`src/rtl/core/atp_pkg.sv`:
```
`timescale 1ns / 1ps

package atp_pkg;

  // Configuration register geometry
  localparam int CFG_W   = 18;
  localparam int CFG_IDX_W = 2;
  localparam int DEC_W   = 5;
  localparam int CNT_W   = 4;

  // Register indexes on the configuration port
  localparam logic [CFG_IDX_W-1:0] CFG_LOW_LEVEL  = 2'd0;
  localparam logic [CFG_IDX_W-1:0] CFG_HIGH_LEVEL = 2'd1;
  localparam logic [CFG_IDX_W-1:0] CFG_DECIMATION = 2'd2;

  // Reset values of the registers
  localparam logic [CFG_W-1:0] LOW_RESET   = 18'd20000;
  localparam logic [CFG_W-1:0] HIGH_RESET  = 18'd100000;
  localparam logic [DEC_W-1:0] DECIM_RESET = 5'd5;

  // Decimation saturates here
  localparam logic [DEC_W-1:0] DECIM_MAX = 5'd16;

  // Status of the queue between front and back
  typedef struct packed {
    logic full;
    logic empty;
  } fifo_stat_t;

endpackage

```
`src/rtl/core/atp_fifo.sv`:
```
`timescale 1ns / 1ps

module atp_fifo import atp_pkg::*; #(
  parameter int WIDTH = 21,
  parameter int DEPTH = 2
) (
  input  logic             clk,
  input  logic             rst_n,
  input  logic             wr_en,
  input  logic [WIDTH-1:0] wr_data,
  input  logic             rd_en,
  output logic [WIDTH-1:0] rd_data,
  output fifo_stat_t       stat
);

  localparam int PTR_W = $clog2(DEPTH);
  localparam int CNT_W_F = $clog2(DEPTH + 1);
  localparam logic [PTR_W-1:0] PTR_LAST = PTR_W'(DEPTH - 1);

  logic [WIDTH-1:0]   mem_r [DEPTH];
  logic [PTR_W-1:0]   wptr_r;
  logic [PTR_W-1:0]   rptr_r;
  logic [CNT_W_F-1:0] count_r;
  logic [CNT_W_F-1:0] count_nxt;

  assign stat.full  = (count_r == CNT_W_F'(DEPTH));
  assign stat.empty = (count_r == '0);
  assign rd_data    = mem_r[rptr_r];

  // Track fill level
  always_comb begin
    count_nxt = count_r;
    if (wr_en && !rd_en) begin
      count_nxt = count_r + CNT_W_F'(1);
    end else if (rd_en && !wr_en) begin
      count_nxt = count_r - CNT_W_F'(1);
    end
  end

  // Advance pointers and hold entries
  always_ff @(posedge clk) begin
    if (!rst_n) begin
      wptr_r  <= '0;
      rptr_r  <= '0;
      count_r <= '0;
    end else begin
      count_r <= count_nxt;
      if (wr_en) begin
        mem_r[wptr_r] <= wr_data;
        wptr_r <= (wptr_r == PTR_LAST) ? '0 : wptr_r + PTR_W'(1);
      end
      if (rd_en) begin
        rptr_r <= (rptr_r == PTR_LAST) ? '0 : rptr_r + PTR_W'(1);
      end
    end
  end

  a_fill_bounded: assert property (@(posedge clk) disable iff (!rst_n)
    count_r <= CNT_W_F'(DEPTH))
    else $error("queue fill level beyond depth");

endmodule

```
`src/rtl/core/atp_front.sv`:
```
`timescale 1ns / 1ps

module atp_front import atp_pkg::*; #(
  parameter int WINDOW_LEN  = 8,
  parameter int SAMPLE_BITS = 18
) (
  input  logic                                      clk,
  input  logic                                      rst_n,
  input  logic                                      in_push,
  input  logic [SAMPLE_BITS-1:0]                    in_sample,
  output logic                                      in_full,
  input  logic [DEC_W-1:0]                          decimation,
  input  fifo_stat_t                                stat,
  output logic                                      wr_en,
  output logic [SAMPLE_BITS+$clog2(WINDOW_LEN)-1:0] wr_sum
);

  localparam int SUM_W  = SAMPLE_BITS + $clog2(WINDOW_LEN);
  localparam int SLOT_W = $clog2(WINDOW_LEN);
  localparam logic [SLOT_W-1:0] SLOT_LAST = SLOT_W'(WINDOW_LEN - 1);

  logic [SAMPLE_BITS-1:0] win_r [WINDOW_LEN];
  logic [SLOT_W-1:0]      slot_r;
  logic [SUM_W-1:0]       sum_r;
  logic [SUM_W-1:0]       sum_nxt;
  logic [CNT_W-1:0]       cnt_r;
  logic [DEC_W-1:0]       dec_eff;
  logic [DEC_W-1:0]       cnt_inc;
  logic                   accept;
  logic                   emit;

  assign in_full = stat.full;
  assign accept  = in_push && !stat.full;

  // Clamp decimation to one .. sixteen
  always_comb begin
    priority if (decimation == '0) begin
      dec_eff = DEC_W'(1);
    end else if (decimation > DECIM_MAX) begin
      dec_eff = DECIM_MAX;
    end else begin
      dec_eff = decimation;
    end
  end

  assign cnt_inc = DEC_W'(cnt_r) + DEC_W'(1);
  assign emit    = (cnt_inc >= dec_eff);

  // Running window sum: drop the oldest entry, add the new sample
  assign sum_nxt = sum_r - SUM_W'(win_r[slot_r]) + SUM_W'(in_sample);

  assign wr_en  = accept && emit;
  assign wr_sum = sum_nxt;

  always_ff @(posedge clk) begin
    if (!rst_n) begin
      for (int i = 0; i < WINDOW_LEN; i++) begin
        win_r[i] <= '0;
      end
      slot_r <= '0;
      sum_r  <= '0;
      cnt_r  <= '0;
    end else if (accept) begin
      win_r[slot_r] <= in_sample;
      slot_r <= (slot_r == SLOT_LAST) ? '0 : slot_r + SLOT_W'(1);
      sum_r  <= sum_nxt;
      cnt_r  <= emit ? '0 : CNT_W'(cnt_inc);
    end
  end

endmodule

```
`src/rtl/core/atp_div.sv`:
```
`timescale 1ns / 1ps

module atp_div #(
  parameter int N = 24,
  parameter int M = 18
) (
  input  logic         clk,
  input  logic         rst_n,
  input  logic         start,
  input  logic [N-1:0] dividend,
  input  logic [M-1:0] divisor,
  output logic         done,
  output logic [N-1:0] quotient
);

  localparam int CNT_W_D = $clog2(N + 1);

  logic               busy_r;
  logic               done_r;
  logic [CNT_W_D-1:0] cnt_r;
  logic [N-1:0]       dq_r;
  logic [M-1:0]       dvs_r;
  logic [M-1:0]       rem_r;
  logic [M:0]         trial;
  logic               ge;
  logic [M-1:0]       rem_nxt;
  logic [N-1:0]       dq_nxt;

  assign done     = done_r;
  assign quotient = dq_r;

  // One restoring step: shift in the next dividend bit, subtract if it fits
  assign trial   = {rem_r, dq_r[N-1]};
  assign ge      = (trial >= {1'b0, dvs_r});
  assign rem_nxt = ge ? M'(trial - {1'b0, dvs_r}) : M'(trial);
  assign dq_nxt  = {dq_r[N-2:0], ge};

  always_ff @(posedge clk) begin
    if (!rst_n) begin
      busy_r <= 1'b0;
      done_r <= 1'b0;
    end else begin
      // Flag completion for one cycle after the last step
      done_r <= busy_r && !start && (cnt_r == CNT_W_D'(1));
      if (start) begin
        busy_r <= 1'b1;
        cnt_r  <= CNT_W_D'(N);
        dq_r   <= dividend;
        dvs_r  <= divisor;
        rem_r  <= '0;
      end else if (busy_r) begin
        rem_r <= rem_nxt;
        dq_r  <= dq_nxt;
        cnt_r <= cnt_r - CNT_W_D'(1);
        if (cnt_r == CNT_W_D'(1)) begin
          busy_r <= 1'b0;
        end
      end
    end
  end

  a_no_restart: assert property (@(posedge clk) disable iff (!rst_n)
    start |-> !busy_r)
    else $error("divider started while busy");

endmodule

```
`src/rtl/core/atp_back.sv`:
```
`timescale 1ns / 1ps

module atp_back import atp_pkg::*; #(
  parameter int WINDOW_LEN   = 8,
  parameter int DISPLAY_COLS = 128,
  parameter int DISPLAY_ROWS = 64,
  parameter int SAMPLE_BITS  = 18
) (
  input  logic                                      clk,
  input  logic                                      rst_n,
  input  fifo_stat_t                                stat,
  input  logic [SAMPLE_BITS+$clog2(WINDOW_LEN)-1:0] rd_sum,
  output logic                                      rd_en,
  input  logic [CFG_W-1:0]                          low_level,
  input  logic [CFG_W-1:0]                          high_level,
  output logic                                      out_empty,
  input  logic                                      out_pop,
  output logic [$clog2(DISPLAY_COLS)-1:0]           out_x_column,
  output logic [$clog2(DISPLAY_ROWS)-1:0]           out_y_row,
  output logic                                      out_clear_after
);

  localparam int SUM_W   = SAMPLE_BITS + $clog2(WINDOW_LEN);
  localparam int ROW_W   = $clog2(DISPLAY_ROWS);
  localparam int COL_W   = $clog2(DISPLAY_COLS);
  localparam int PROD_W  = SAMPLE_BITS + ROW_W;
  localparam int DIV_N   = PROD_W;
  localparam int WIN_SH  = $clog2(WINDOW_LEN);
  localparam int MEAN_SH = SUM_W + WIN_SH;
  localparam int MUL_W   = SUM_W + 1;
  localparam int MPROD_W = 2 * SUM_W + 1;
  // Rounded-up reciprocal of the window length, exact for every window sum
  localparam longint MEAN_RECIP =
    ((longint'(1) << MEAN_SH) + longint'(WINDOW_LEN) - 1) / longint'(WINDOW_LEN);
  localparam logic [MUL_W-1:0] MEAN_MUL = MUL_W'(MEAN_RECIP);
  localparam logic [ROW_W-1:0] ROW_TOP  = ROW_W'(DISPLAY_ROWS - 1);
  localparam logic [COL_W-1:0] COL_LAST = COL_W'(DISPLAY_COLS - 1);

  typedef enum logic [2:0] {
    S_IDLE,
    S_MUL,
    S_DIV,
    S_OUT
  } state_t;

  state_t                 state_r;
  logic [SAMPLE_BITS-1:0] level_r;
  logic [SAMPLE_BITS-1:0] span_r;
  logic [PROD_W-1:0]      prod_r;
  logic [ROW_W-1:0]       row_r;
  logic                   div_start_r;
  logic [COL_W-1:0]       col_r;
  logic                   out_valid_r;
  logic [COL_W-1:0]       out_col_r;
  logic [ROW_W-1:0]       out_row_r;
  logic                   out_clr_r;

  logic [SAMPLE_BITS-1:0] lo;
  logic [SAMPLE_BITS-1:0] hi;
  logic                   span_ok;
  logic [SAMPLE_BITS-1:0] lvl_clamp;
  logic [SAMPLE_BITS-1:0] diff;
  logic [PROD_W-1:0]      prod_nxt;
  logic [MPROD_W-1:0]     mean_prod;
  logic [SAMPLE_BITS-1:0] mean_val;
  logic [DIV_N-1:0]       div_dividend;
  logic [SAMPLE_BITS-1:0] div_divisor;
  logic                   div_done;
  logic [DIV_N-1:0]       div_quo;
  logic                   out_free;

  assign out_empty       = !out_valid_r;
  assign out_x_column    = out_col_r;
  assign out_y_row       = out_row_r;
  assign out_clear_after = out_clr_r;

  // Levels masked to the sample width
  assign lo      = SAMPLE_BITS'(low_level);
  assign hi      = SAMPLE_BITS'(high_level);
  assign span_ok = (hi > lo);

  // Clamp the mean to the level range and scale by the top row
  always_comb begin
    priority if (level_r < lo) begin
      lvl_clamp = lo;
    end else if (level_r > hi) begin
      lvl_clamp = hi;
    end else begin
      lvl_clamp = level_r;
    end
  end

  assign diff     = lvl_clamp - lo;
  assign prod_nxt = PROD_W'(diff) * PROD_W'(DISPLAY_ROWS - 1);

  // Floor mean of the window by a constant reciprocal multiply
  assign mean_prod = MPROD_W'(rd_sum) * MPROD_W'(MEAN_MUL);
  assign mean_val  = SAMPLE_BITS'(mean_prod >> MEAN_SH);

  // Divider scales the clamped level by the span
  assign div_dividend = prod_r;
  assign div_divisor  = span_r;

  assign rd_en    = (state_r == S_IDLE) && !stat.empty;
  assign out_free = !out_valid_r || out_pop;

  atp_div #(
    .N (DIV_N),
    .M (SAMPLE_BITS)
  ) u_div (
    .clk      (clk),
    .rst_n    (rst_n),
    .start    (div_start_r),
    .dividend (div_dividend),
    .divisor  (div_divisor),
    .done     (div_done),
    .quotient (div_quo)
  );

  // Sequence one plot point: mean, scale, divide (or take ROW_TOP when high is not above low), hand over
  always_ff @(posedge clk) begin
    if (!rst_n) begin
      state_r     <= S_IDLE;
      div_start_r <= 1'b0;
      col_r       <= '0;
      out_valid_r <= 1'b0;
    end else begin
      div_start_r <= (state_r == S_MUL) && span_ok;
      out_valid_r <= ((state_r == S_OUT) && out_free) || (out_valid_r && !out_pop);
      unique case (state_r)
        S_IDLE: begin
          if (rd_en) begin
            level_r <= mean_val;
            state_r <= S_MUL;
          end
        end
        S_MUL: begin
          prod_r <= prod_nxt;
          span_r <= hi - lo;
          if (span_ok) begin
            state_r <= S_DIV;
          end else begin
            row_r   <= ROW_TOP;
            state_r <= S_OUT;
          end
        end
        S_DIV: begin
          if (div_done) begin
            row_r   <= ROW_TOP - ROW_W'(div_quo);
            state_r <= S_OUT;
          end
        end
        S_OUT: begin
          if (out_free) begin
            out_col_r <= col_r;
            out_row_r <= row_r;
            out_clr_r <= (col_r == COL_LAST);
            col_r     <= (col_r == COL_LAST) ? '0 : col_r + COL_W'(1);
            state_r   <= S_IDLE;
          end
        end
        default: begin
          state_r <= S_IDLE;
        end
      endcase
    end
  end

  a_done_expected: assert property (@(posedge clk) disable iff (!rst_n)
    div_done |-> (state_r == S_DIV))
    else $error("divider finished with no division pending");

  a_row_in_range: assert property (@(posedge clk) disable iff (!rst_n)
    (div_done && state_r == S_DIV) |-> (div_quo <= DIV_N'(DISPLAY_ROWS - 1)))
    else $error("scaled row beyond display height");

  a_pop_when_ready: assert property (@(posedge clk) disable iff (!rst_n)
    rd_en |-> !stat.empty)
    else $error("queue read while empty");

endmodule

```
`src/rtl/core/averaged_trace_plotter.sv`:
```
`timescale 1ns / 1ps

// Channel   Direction  Handshake        Payload
// in_       input      in_push/in_full  in_ir_sample
// out_      output     out_empty/pop    out_x_column, out_y_row, out_clear_after
// cfg_      input      cfg_we           cfg_index, cfg_data
//
// A sample is taken whenever the two-entry point queue has room. In the back
// end a plot point is scaled by the bit-serial divider when high exceeds low;
// the window mean is a constant reciprocal multiply in the cycle the point
// leaves the queue.
// Reset is synchronous, active low, and clears the window, counters and sweep.
// A result held on the output does not block the back end until the next
// point is ready; a full point queue raises in_full.

module averaged_trace_plotter import atp_pkg::*; #(
  parameter int WINDOW_LEN   = 8,
  parameter int DISPLAY_COLS = 128,
  parameter int DISPLAY_ROWS = 64,
  parameter int SAMPLE_BITS  = 18
) (
  input  logic                            clk,
  input  logic                            rst_n,
  input  logic                            in_push,
  output logic                            in_full,
  input  logic [SAMPLE_BITS-1:0]          in_ir_sample,
  output logic                            out_empty,
  input  logic                            out_pop,
  output logic [$clog2(DISPLAY_COLS)-1:0] out_x_column,
  output logic [$clog2(DISPLAY_ROWS)-1:0] out_y_row,
  output logic                            out_clear_after,
  input  logic                            cfg_we,
  input  logic [CFG_IDX_W-1:0]            cfg_index,
  input  logic [CFG_W-1:0]                cfg_data
);

  localparam int SUM_W = SAMPLE_BITS + $clog2(WINDOW_LEN);

  logic [CFG_W-1:0] low_r;
  logic [CFG_W-1:0] high_r;
  logic [DEC_W-1:0] decim_r;

  fifo_stat_t       q_stat;
  logic             q_wr;
  logic [SUM_W-1:0] q_wr_sum;
  logic             q_rd;
  logic [SUM_W-1:0] q_rd_sum;

  // Hold configuration registers
  always_ff @(posedge clk) begin
    if (!rst_n) begin
      low_r   <= LOW_RESET;
      high_r  <= HIGH_RESET;
      decim_r <= DECIM_RESET;
    end else if (cfg_we) begin
      unique case (cfg_index)
        CFG_LOW_LEVEL:  low_r   <= cfg_data;
        CFG_HIGH_LEVEL: high_r  <= cfg_data;
        CFG_DECIMATION: decim_r <= cfg_data[DEC_W-1:0];
        default: ;
      endcase
    end
  end

  atp_front #(
    .WINDOW_LEN  (WINDOW_LEN),
    .SAMPLE_BITS (SAMPLE_BITS)
  ) u_front (
    .clk        (clk),
    .rst_n      (rst_n),
    .in_push    (in_push),
    .in_sample  (in_ir_sample),
    .in_full    (in_full),
    .decimation (decim_r),
    .stat       (q_stat),
    .wr_en      (q_wr),
    .wr_sum     (q_wr_sum)
  );

  atp_fifo #(
    .WIDTH (SUM_W),
    .DEPTH (2)
  ) u_fifo (
    .clk     (clk),
    .rst_n   (rst_n),
    .wr_en   (q_wr),
    .wr_data (q_wr_sum),
    .rd_en   (q_rd),
    .rd_data (q_rd_sum),
    .stat    (q_stat)
  );

  atp_back #(
    .WINDOW_LEN   (WINDOW_LEN),
    .DISPLAY_COLS (DISPLAY_COLS),
    .DISPLAY_ROWS (DISPLAY_ROWS),
    .SAMPLE_BITS  (SAMPLE_BITS)
  ) u_back (
    .clk             (clk),
    .rst_n           (rst_n),
    .stat            (q_stat),
    .rd_sum          (q_rd_sum),
    .rd_en           (q_rd),
    .low_level       (low_r),
    .high_level      (high_r),
    .out_empty       (out_empty),
    .out_pop         (out_pop),
    .out_x_column    (out_x_column),
    .out_y_row       (out_y_row),
    .out_clear_after (out_clear_after)
  );

endmodule
```
`config.mk`:
```
export PLATFORM = sky130hd
export DESIGN_NAME = averaged_trace_plotter
export DESIGN_NICKNAME = d
export VERILOG_FILES = /design/src/rtl/core/atp_pkg.sv /design/src/rtl/core/atp_fifo.sv /design/src/rtl/core/atp_front.sv /design/src/rtl/core/atp_div.sv /design/src/rtl/core/atp_back.sv /design/src/rtl/core/averaged_trace_plotter.sv
export SDC_FILE = /design/constraint.sdc
export NUM_CORES = 1
export LEC_CHECK = 0
export BUFFER_PORTS_ARGS = -buffer_cell sky130_fd_sc_hd__buf_2
export CORE_UTILIZATION = 55
export CTS_BUF_LIST = sky130_fd_sc_hd__clkbuf_8
export CTS_CLUSTER_DIAMETER = 100
export DETAILED_ROUTE_END_ITERATION = 10
export PLACE_DENSITY = 0.74
export SYNTH_ARGS = -nofsm -noshare
export SYNTH_HDL_FRONTEND = slang
export SYNTH_SLANG_ARGS = --single-unit
```
`constraint.sdc`:
```
create_clock -name clk -period 7.6 [get_ports clk]
set_input_delay 1.9 -clock clk [delete_from_list [all_inputs] [get_ports clk]]
set_output_delay 1.9 -clock clk [all_outputs]
set_load 0.02 [all_outputs]
```
Word level (Yosys, flattened, before mapping):

Memories as Yosys holds them, arrays and structs flattened. A register that Yosys moved wholly into a read port is not among the register bits.
Cells that the tools add are included.

* order comparisons: 6
* eq/ne operators: 13
* add/subtract/negate cells: 14
* reductions and logical operators: 38
* muxes and demuxes: 39
* $mul: 1

Operators by type and width (count)
* $mux W18: 5
* $sub A18 B18 Y18: 3
* $mux W24: 2
* $gt A18 B18 Y1: 2
* $mul A18 B6 Y24 const B: 1
* $add A21 B18 Y21: 1
* $mux W3: 7
* $sub A21 B18 Y21: 1
* $ge A19 B18 Y1: 1
* $lt A18 B18 Y1: 1
* $reduce_or A18 Y1: 1
* $mux W5: 3
* $mux W1: 14
* $reduce_and A2 Y1: 7
* $mux W6: 2
* $pmux W3 S4: 1
* $pmux W6 S2: 1
* $logic_and A1 B1 Y1: 10
* $reduce_and A3 Y1: 3
* $add A7 B1 Y7 const B: 1
* $eq A7 B7 Y1 const B: 1
* $logic_not A1 Y1: 7
* $mux W7: 1
* $eq A3 B2 Y1 const B: 2
* 24 further kinds: 33

* output and inout bits: 16
* memories: 2
* logic and storage cells: 138
* bits in writable memories: 186
* flip-flop bits (word level): 214

Memory list
* u_front.win_r: words 8, bits a word 18, read ports 1, clocked after memory_dff 1, write ports 8, line atp_front.sv:22 `logic [SAMPLE_BITS-1:0] win_r [WINDOW_LEN];`
* u_fifo.mem_r: words 2, bits a word 21, read ports 1, clocked after memory_dff 1, write ports 1, line atp_fifo.sv:20 `logic [WIDTH-1:0] mem_r [DEPTH];`

Longest topological paths before layout:

Gate-level depths: netlist of run 1.

* depth in word-level cells: 9
* depth in mapped cells: 37
* mapped depth without buffers: 37

Modules after synthesis:

Synthesis of run 1 repeated with hierarchy kept, for this count alone.

* cell total of the unflattened synthesis: 2212
* area, all modules: 25012.7 sq um

Modules (own cells, without submodules)
* atp_front: area an instance 9728.1 sq um, cells each 830, sequential area each 4944.7 sq um, times used 1
* atp_back: area an instance 8177.8 sq um, cells each 825, sequential area each 2622.5 sq um, times used 1
* atp_div: area an instance 3688.5 sq um, cells each 302, sequential area each 1991.9 sq um, times used 1
* atp_fifo: area an instance 1729.2 sq um, cells each 88, sequential area each 1361.3 sq um, times used 1
* averaged_trace_plotter: area an instance 1689.1 sq um, cells each 167, sequential area each 820.8 sq um, times used 1

Worst setup path before layout of run 1:

OpenSTA, ideal clock, no wires.

* path kind: register to register
* start: register u_back.level_r[7], read port of u_fifo.mem_r
* end: register u_back.prod_r[23], in the netlist u_back.div_dividend[23] (data pin)
* setup time: 0.260 ns
* clock period less this slack: 7.577 ns
* required time: 7.340 ns
* stages on the path, launching flop included: 36
* slack: 0.023 ns
* arrival: 7.317 ns
* cell sequence: edfxtp_1 ha_1 a21o_1 a21o_1 nor3_1 a21oi_1 o21ai_1 clkbuf_1 o211ai_1 o21ai_0 ha_1 inv_1 fa_1 a21o_1 a21oi_1 o21a_1 o31ai_1 o41ai_2 o21bai_1 a21oi_1 xnor2_1 inv_1 fa_1 inv_1 fa_1 inv_1 fa_1 inv_1 ha_1 nor2_1 a311oi_1 a41oi_1 a21oi_1 a21o_1 a21oi_1 xnor2_1

* cells in the longest elaborated chain, start to end: 5

Ends and longest elaborated chain
* start: declaration: line atp_back.sv:47 `logic [SAMPLE_BITS-1:0] level_r;`
* $gt A18 B18 Y1: line atp_back.sv:86 `end else if (level_r > hi) begin`
* $mux W18: line atp_back.sv:86
* $mux W18 *: line atp_back.sv:84 `priority if (level_r < lo) begin`
* $sub A18 B18 Y18 *: line atp_back.sv:93 `assign diff = lvl_clamp - lo;`
* $mul A18 B6 Y24 *: line atp_back.sv:94 `assign prod_nxt = PROD_W'(diff) * PROD_W'(DISPLAY_ROWS - 1);`
* named net u_back.prod_nxt[23]: line atp_back.sv:63 `logic [PROD_W-1:0] prod_nxt;`
* end signal: assignment: line atp_back.sv:138 `prod_r <= prod_nxt;`
* end: declaration: line atp_back.sv:49 `logic [PROD_W-1:0] prod_r;`

Mark *: on every way through the listed nets, which the timed path passes. The rest lies on a longest branch.
A chain may end at the register's enable or synchronous reset.

Final worst setup path of run 1:

* start: register u_back.level_r[5], read port of u_fifo.mem_r
* end: register u_back.prod_r[23], in the netlist u_back.div_dividend[23] (data pin)

The elaborated chain is that of the path after synthesis.

==> metrics.md, run 1 <==
| Metric | Value |
|---|---|
| Final worst path period share | `100%` |
| Hold endpoint | `u_back.u_div.dvs_r[3]$_DFFE_PP_` |
| Critical Path AT | `7.99 ns` |
| RSZ-0062 raised after global routing | `true` |
| R2R depth | `35` |
| Fin Clk Skew | `0.0422 ns` |
| Total global-route track usage | `24.8%` |
| Total Routed Length | `54.7 mm` |
| CP Buf/Inv Count | `6` |
| Top cells by area, synth | `edfxtp_1, ha_1, dfxtp_1` |
| Routed vias | `16,600` |
| Hold Path Depth | `0` |
| CP Capture Type | `register` |
| Initial antenna violation count | `1` |
| CTS sink cnt | `414` |
| DR iter-0 viols | `1,143` |
| Worst path max stage delay | `0.58 ns` |
| Worst Hold Launch | `u_back.div_divisor[3]$_DFFE_PP_` |
| Actual slew at the worst max-slew pin | `1.21 ns` |
| Final Worst Setup Slack | `-0.00126 ns` |
| Part of the Yosys area used for sequential elements | `48.7%` |
| Cells after synthesis | `2,113` |
| GPL Wtd Cong | `0.951` |
| Cell family with most CP delay | `compound AO/OA/AOI/OAI gates` |
| CP max FO | `8` |
| Synth Area in Simple Gates | `11.6%` |
| CORE AREA | `42,200 sq um` |
| Pin count of the biggest net entering global routing | `65` |
| Largest family of logic cells by synthesized area | `adder cells` |
| CTS Buf Count | `73` |
| Area Growth Syn to Fin | `13.5%` |
| DR WL/cell | `19.1 microns` |
| Slew margin rel. | `19.5%` |
| R2R setup slack | `-0.001 ns` |
| Wire length of the first global-routing pass | `85.2 mm` |
| Post-synth top area cell | `edfxtp_1` |
| Design area | `26,900 sq um` |
| Synth Warn # | `0` |
| Post-place instance area | `24,900 sq um` |
| Layout Nets | `2,527` |
| Final hold violation count | `0` |
| CTS tree | `yes` |
| Die Y | `210 microns` |
| Post-synthesis register bit count | `414` |
| CP Data Required Time | `7.99 ns` |
| # hold bufs at CTS | `0` |
| DRT Pass-1 Iters | `6` |
| Hold Path Class | `reg -> reg` |
| Final core utilization | `63.7%` |
| Vias per cell | `5.81` |
| Post-Synth XOR/XNOR Area | `3.72%` |
| Clock root buffer master | `clkbuf_8` |
| I/O pins | `59` |
| Worst setup SP type | `register` |
| Clock tree buffer depth | `3` |
| Outcome | `complete, but fails checks` |
| Most used DFF post-synth | `edfxtp_1` |
| WS Path Type | `reg -> reg` |
| Yosys top cell area share | `41.2%` |
| Fraction of registers with async set/reset | `0%` |
| Post-synth cell types | `76` |
| Die ar. | `43,900 sq um` |
| Clk_lat worst skew | `0.68 ns` |
| Synthesized area per cell | `11.2 sq um` |
| H-Tree Depth | `3` |
| Synthesized-area fraction occupied by adder cells | `14.0%` |
| Total gr overflow | `0` |
| Fraction of the mapped netlist area in compound gates | `9.46%` |
| Share of layout cells above drive strength 1 | `19.6%` |
| Post-synth top cells | `edfxtp_1, inv_1, a21oi_1, ha_1, nor2_1` |
| Worst reg2reg path endpoint | `u_back.div_dividend[23]$_DFFE_PP_` |
| Final min period | `7.60 ns` |
| Most numerous cell on the critical path | `a21oi_2` |
| Post-place setup slack | `-0.161 ns` |
| Vias in the first global route | `16,300` |
| Max Cap Viol | `0` |
| Clock slew at reported path FFs | `0.07 ns` |
| Synthesized cell area | `23,700 sq um` |
| # port buffers | `58` |
| Detail Placement HPWL | `37.8 mm` |
| Mux contribution to synthesized area | `7.25%` |
| Violated checks | `setup timing` |
| Max Fclk | `132 MHz` |
| Initial Util | `56.1%` |
| Post-DRT Antenna Nets | `0` |
| Row count | `75` |
| Dominant cell by count in the synthesized netlist | `edfxtp_1` |
| Setup-failing EPs final | `1` |
| Number of flops mapped to enable cells by yosys | `325` |
| Net count after synthesis | `2,382` |
| Die W | `210 microns` |
| Worst r2r src | `u_back.level_r[5]$_DFFE_PP_` |
| Slowest cell on the critical path | `fa_1` |
| Max-slew violation total from the final report | `0` |
| # DRC | `0` |
kinds of logic (layout without fill, tap and decap cells):
kind of cell,after synthesis,in the layout
mux,119,119
flops,414,414
compound gates,358,358
other cells,0,1
xor+xnor,99,99
simple gates,571,571
buf+inv,324,528
fa+ha+maj,228,228
worst max-delay path by stage:
| stage | from | endpoint | slack (ns) | depth (start not counted) |
|---|---|---|---|---|
| floorplan | u_back.level_r[7]$_DFFE_PP_ | u_back.div_dividend[23]$_DFFE_PP_ | 0.02 | 35 |
| CTS | low_r[4]$_SDFFE_PN0P_ | u_back.div_dividend[22]$_DFFE_PP_ | 0.02 | 38 |
| finish | u_back.level_r[5]$_DFFE_PP_ | u_back.div_dividend[23]$_DFFE_PP_ | -0.001 | 35 |
| detailed placement | u_back.level_r[2]$_DFFE_PP_ | u_back.div_dividend[23]$_DFFE_PP_ | -0.16 | 35 |
| global placement | u_back.level_r[7]$_DFFE_PP_ | u_back.div_dividend[23]$_DFFE_PP_ | 0.1 | 33 |
| global route | u_back.level_r[5]$_DFFE_PP_ | u_back.div_dividend[22]$_DFFE_PP_ | -0.35 | 35 |
cell usage in the layout, fill, tap and decap left out, types with 60 or more instances in the layout:
master    instances
nor4_1           76
mux2_2           60
nor2_1          145
fa_1             63
nor3_1           79
xnor2_1          61
nand2_1         138
edfxtp_1        325
dfxtp_1          83
buf_4           100
ha_1            147
clkbuf_8         79
inv_1           227
a21oi_1         157
worst reg2reg max path: cells and delay by family (launching register included):
| kind | cells | cell delay [ns] |
|---|---|---|
| adder cells (fa/ha/maj) | 6 | 2.46 |
| buffers and inverters | 6 | 0.54 |
| XOR/XNOR | 2 | 0.33 |
| flip-flops | 1 | 0.45 |
| AND/OR/NAND/NOR | 3 | 0.21 |
| AO/OA/AOI/OAI | 18 | 3.31 |
registers in the layout (all words and copies together) (netlist names), 21 cells and up, named ones only:
name,cells
u_front.win_r,144
u_fifo.mem_r,36
u_back.div_dividend,24
u_back.u_div.quotient,24
u_front.sum_r,21
through the flow:
stage                      TNS, ns  hold slack (ns)  instances
after floorplan                  0            0.400       2113
after global placement           0            0.401       2693
after detailed placement    -0.333            0.405       2693
after CTS                        0            0.408       2833
after global routing         -1.26            0.415       2856
final                     -0.00126            0.411       2857
area by class of cell:
type / count / area, sq um
diodes: 1 / 2.50
well taps: 539 / 674
clock inverters: 55 / 289
repair buffers: 159 / 1050
clock buffers: 79 / 1090
flip-flops and latches: 414 / 11600
multi-input cells: 1375 / 11300
fillers: 3259 / 15300
inverters: 235 / 882
metal layers:
metal  wire length, microns  share of wire (%)  global-route usage [%]
met1                  23600                 43                    33.4
met2                  26000                 47                    40.1
met3                   3630                6.6                    4.95
met4                   1520                2.8                    9.09
met5                      0                  0                       0
timing repair:
| action | 4_1_cts | 5_1_grt |
|---|---|---|
| setup buffers | 6 | 26 |
| resized for setup | 9 | 69 |
| pin swaps | 8 | 62 |
| endpoints found under the setup margin | 3 | 7 |
Power of run 1 is left out: the tool's default activity adds up to more than one toggle a clock period on the data nets, which glitch-free logic cannot reach.
==> inputs of run 2 (changes only) <==
CORE_UTILIZATION = 30   (was 55)
PLACE_DENSITY = unset   (was 0.74)
==> metrics.md, run 2 (same netlist as run 1, synthesis figures left out) <==
| Metric | Value |
|---|---|
| Outcome | `finished, final reports clean` |
| # DRC | `0` |
| Routing usage on met2 | `23.6%` |
| Area Growth Syn to Fin | `17.0%` |
| Post-place instance area | `25,900 sq um` |
| Max Cap Viol | `0` |
| Layer with the highest usage | `met2` |
| DR WL/cell | `16.8 microns` |
| Slowest cell on the critical path | `fa_1` |
| Final hold violation count | `0` |
| Commonest non-fill, non-tap cells in the layout | `edfxtp_1, inv_1, a21oi_1, ha_1, nor2_1` |
| Hold Path Class | `reg -> reg` |
| CTS sink cnt | `414` |
| Total global-route track usage | `14.1%` |
| Max-slew violation total from the final report | `0` |
| Post-DRT Antenna Nets | `0` |
| Clock root buffer master | `clkbuf_8` |
| Clock slew at reported path FFs | `0.06 ns` |
| Diode count | `0` |
| Total Routed Length | `56.7 mm` |
| Die Y | `283 microns` |
| Largest register FFs | `144` |
| WS Path Type | `reg -> reg` |
| Worst path max stage delay | `0.52 ns` |
| Leading registers by flop count | `u_front.win_r x144, u_fifo.mem_r x36` |
| Initial antenna violation count | `2` |
| Routed vias | `16,400` |
| GPL Wtd Cong | `0.883` |
| Row count | `102` |
| # port buffers | `58` |
| Slew margin rel. | `18.6%` |
| RSZ-0062 raised after global routing | `true` |
| GR Util met3 | `2.83%` |
| H-Tree Depth | `3` |
| CTS tree | `yes` |
| Vias per cell | `4.84` |
| Final worst path period share | `98.1%` |
| Detail Placement HPWL | `39.6 mm` |
| Clock tree buffer depth | `3` |
| Share of layout cells above drive strength 1 | `20.2%` |
| Max Fclk | `134 MHz` |
| Total gr overflow | `0` |
| Setup-failing EPs final | `0` |
| Initial Util | `30.4%` |
| Commonest non-fill, non-tap cell in the layout | `edfxtp_1` |
| Die W | `283 microns` |
| Biggest register | `u_front.win_r` |
| Design area | `27,700 sq um` |
| Actual slew at the worst max-slew pin | `1.22 ns` |
| Critical Path AT | `7.85 ns` |
| Fin Clk Skew | `0.0425 ns` |
| Final min period | `7.46 ns` |
| CP Data Required Time | `8.00 ns` |
| CTS Buf Count | `76` |
| DRT Pass-1 Iters | `6` |
| Vias in the first global route | `16,900` |
| Layout Nets | `2,551` |
| Pin count of the biggest net entering global routing | `77` |
| I/O pins | `59` |
| CP max FO | `7` |
| CP Capture Type | `register` |
| # hold bufs at CTS | `0` |
| Clk_lat worst skew | `0.67 ns` |
| Routing usage on met1 | `18.0%` |
| Wire length of the first global-routing pass | `90.9 mm` |
| DR iter-0 viols | `949` |
| Worst setup SP type | `register` |
| Die ar. | `80,100 sq um` |
| CORE AREA | `77,800 sq um` |
run 2: timing repair:
item	in CTS	in global routing
gates cloned	0	0
hold endpoints to repair	0	0
endpoints found under the setup margin	3	9
pin swaps	2	60
resized for setup	6	65
setup buffers	1	9
run 2: cell type report:
| type | count | area (sq um) |
|---|---|---|
| flip-flops and latches | 414 | 11500 |
| repair buffers | 180 | 1210 |
| multi-input cells | 1375 | 11300 |
| inverters | 235 | 882 |
| fillers | 7762 | 50100 |
| clock buffers | 80 | 1100 |
| clock inverters | 60 | 359 |
| well taps | 1040 | 1300 |
run 2: metrics by stage:
step                      util [%]  setup slack, ns   TNS (ns)  hold WS (ns)  instances
final                         35.6            0.142          0         0.417       3384
after global routing          35.6           -0.261     -0.832         0.423       3384
after floorplan                  -           0.0231          0         0.400       2113
after CTS                     35.1           0.0523          0         0.412       3375
after global placement        33.2        -0.000409  -0.000409         0.401       3234
after detailed placement      33.2           -0.126     -0.218         0.405       3234
run 2: final timing paths:
| kind | from | endpoint | slack (ns) | depth (start not counted) |
|---|---|---|---|---|
| worst max register to register | u_back.level_r[7]$_DFFE_PP_ | u_back.div_dividend[22]$_DFFE_PP_ | 0.14 | 35 |
| worst max-delay path | u_back.level_r[7]$_DFFE_PP_ | u_back.div_dividend[22]$_DFFE_PP_ | 0.14 | 35 |
| worst min-delay path | u_back.div_divisor[7]$_DFFE_PP_ | u_back.u_div.dvs_r[7]$_DFFE_PP_ | 0.42 | 0 |
| worst min register to register | u_back.div_divisor[7]$_DFFE_PP_ | u_back.u_div.dvs_r[7]$_DFFE_PP_ | 0.42 | 0 |
run 2: critical path, delay by kind of cell (launching register included):
kind / cells / cell delay (ns)
XOR/XNOR: 2 / 0.32
AND/OR/NAND/NOR: 3 / 0.49
buffers and inverters: 6 / 0.56
adder cells (fa/ha/maj): 7 / 2.70
flip-flops: 1 / 0.43
AO/OA/AOI/OAI: 17 / 2.68
run 2: metal layers:
| layer | up-vias | wire length (microns) | part of all wire (%) |
|---|---|---|---|
| li1 | 7924 | - | - |
| met1 | 7990 | 25200 | 44 |
| met2 | 349 | 27300 | 48 |
| met3 | 106 | 2610 | 4.6 |
| met4 | 2 | 1630 | 2.9 |
| met5 | - | 13 | 0.023 |
Power of run 2 is left out for the same reason.
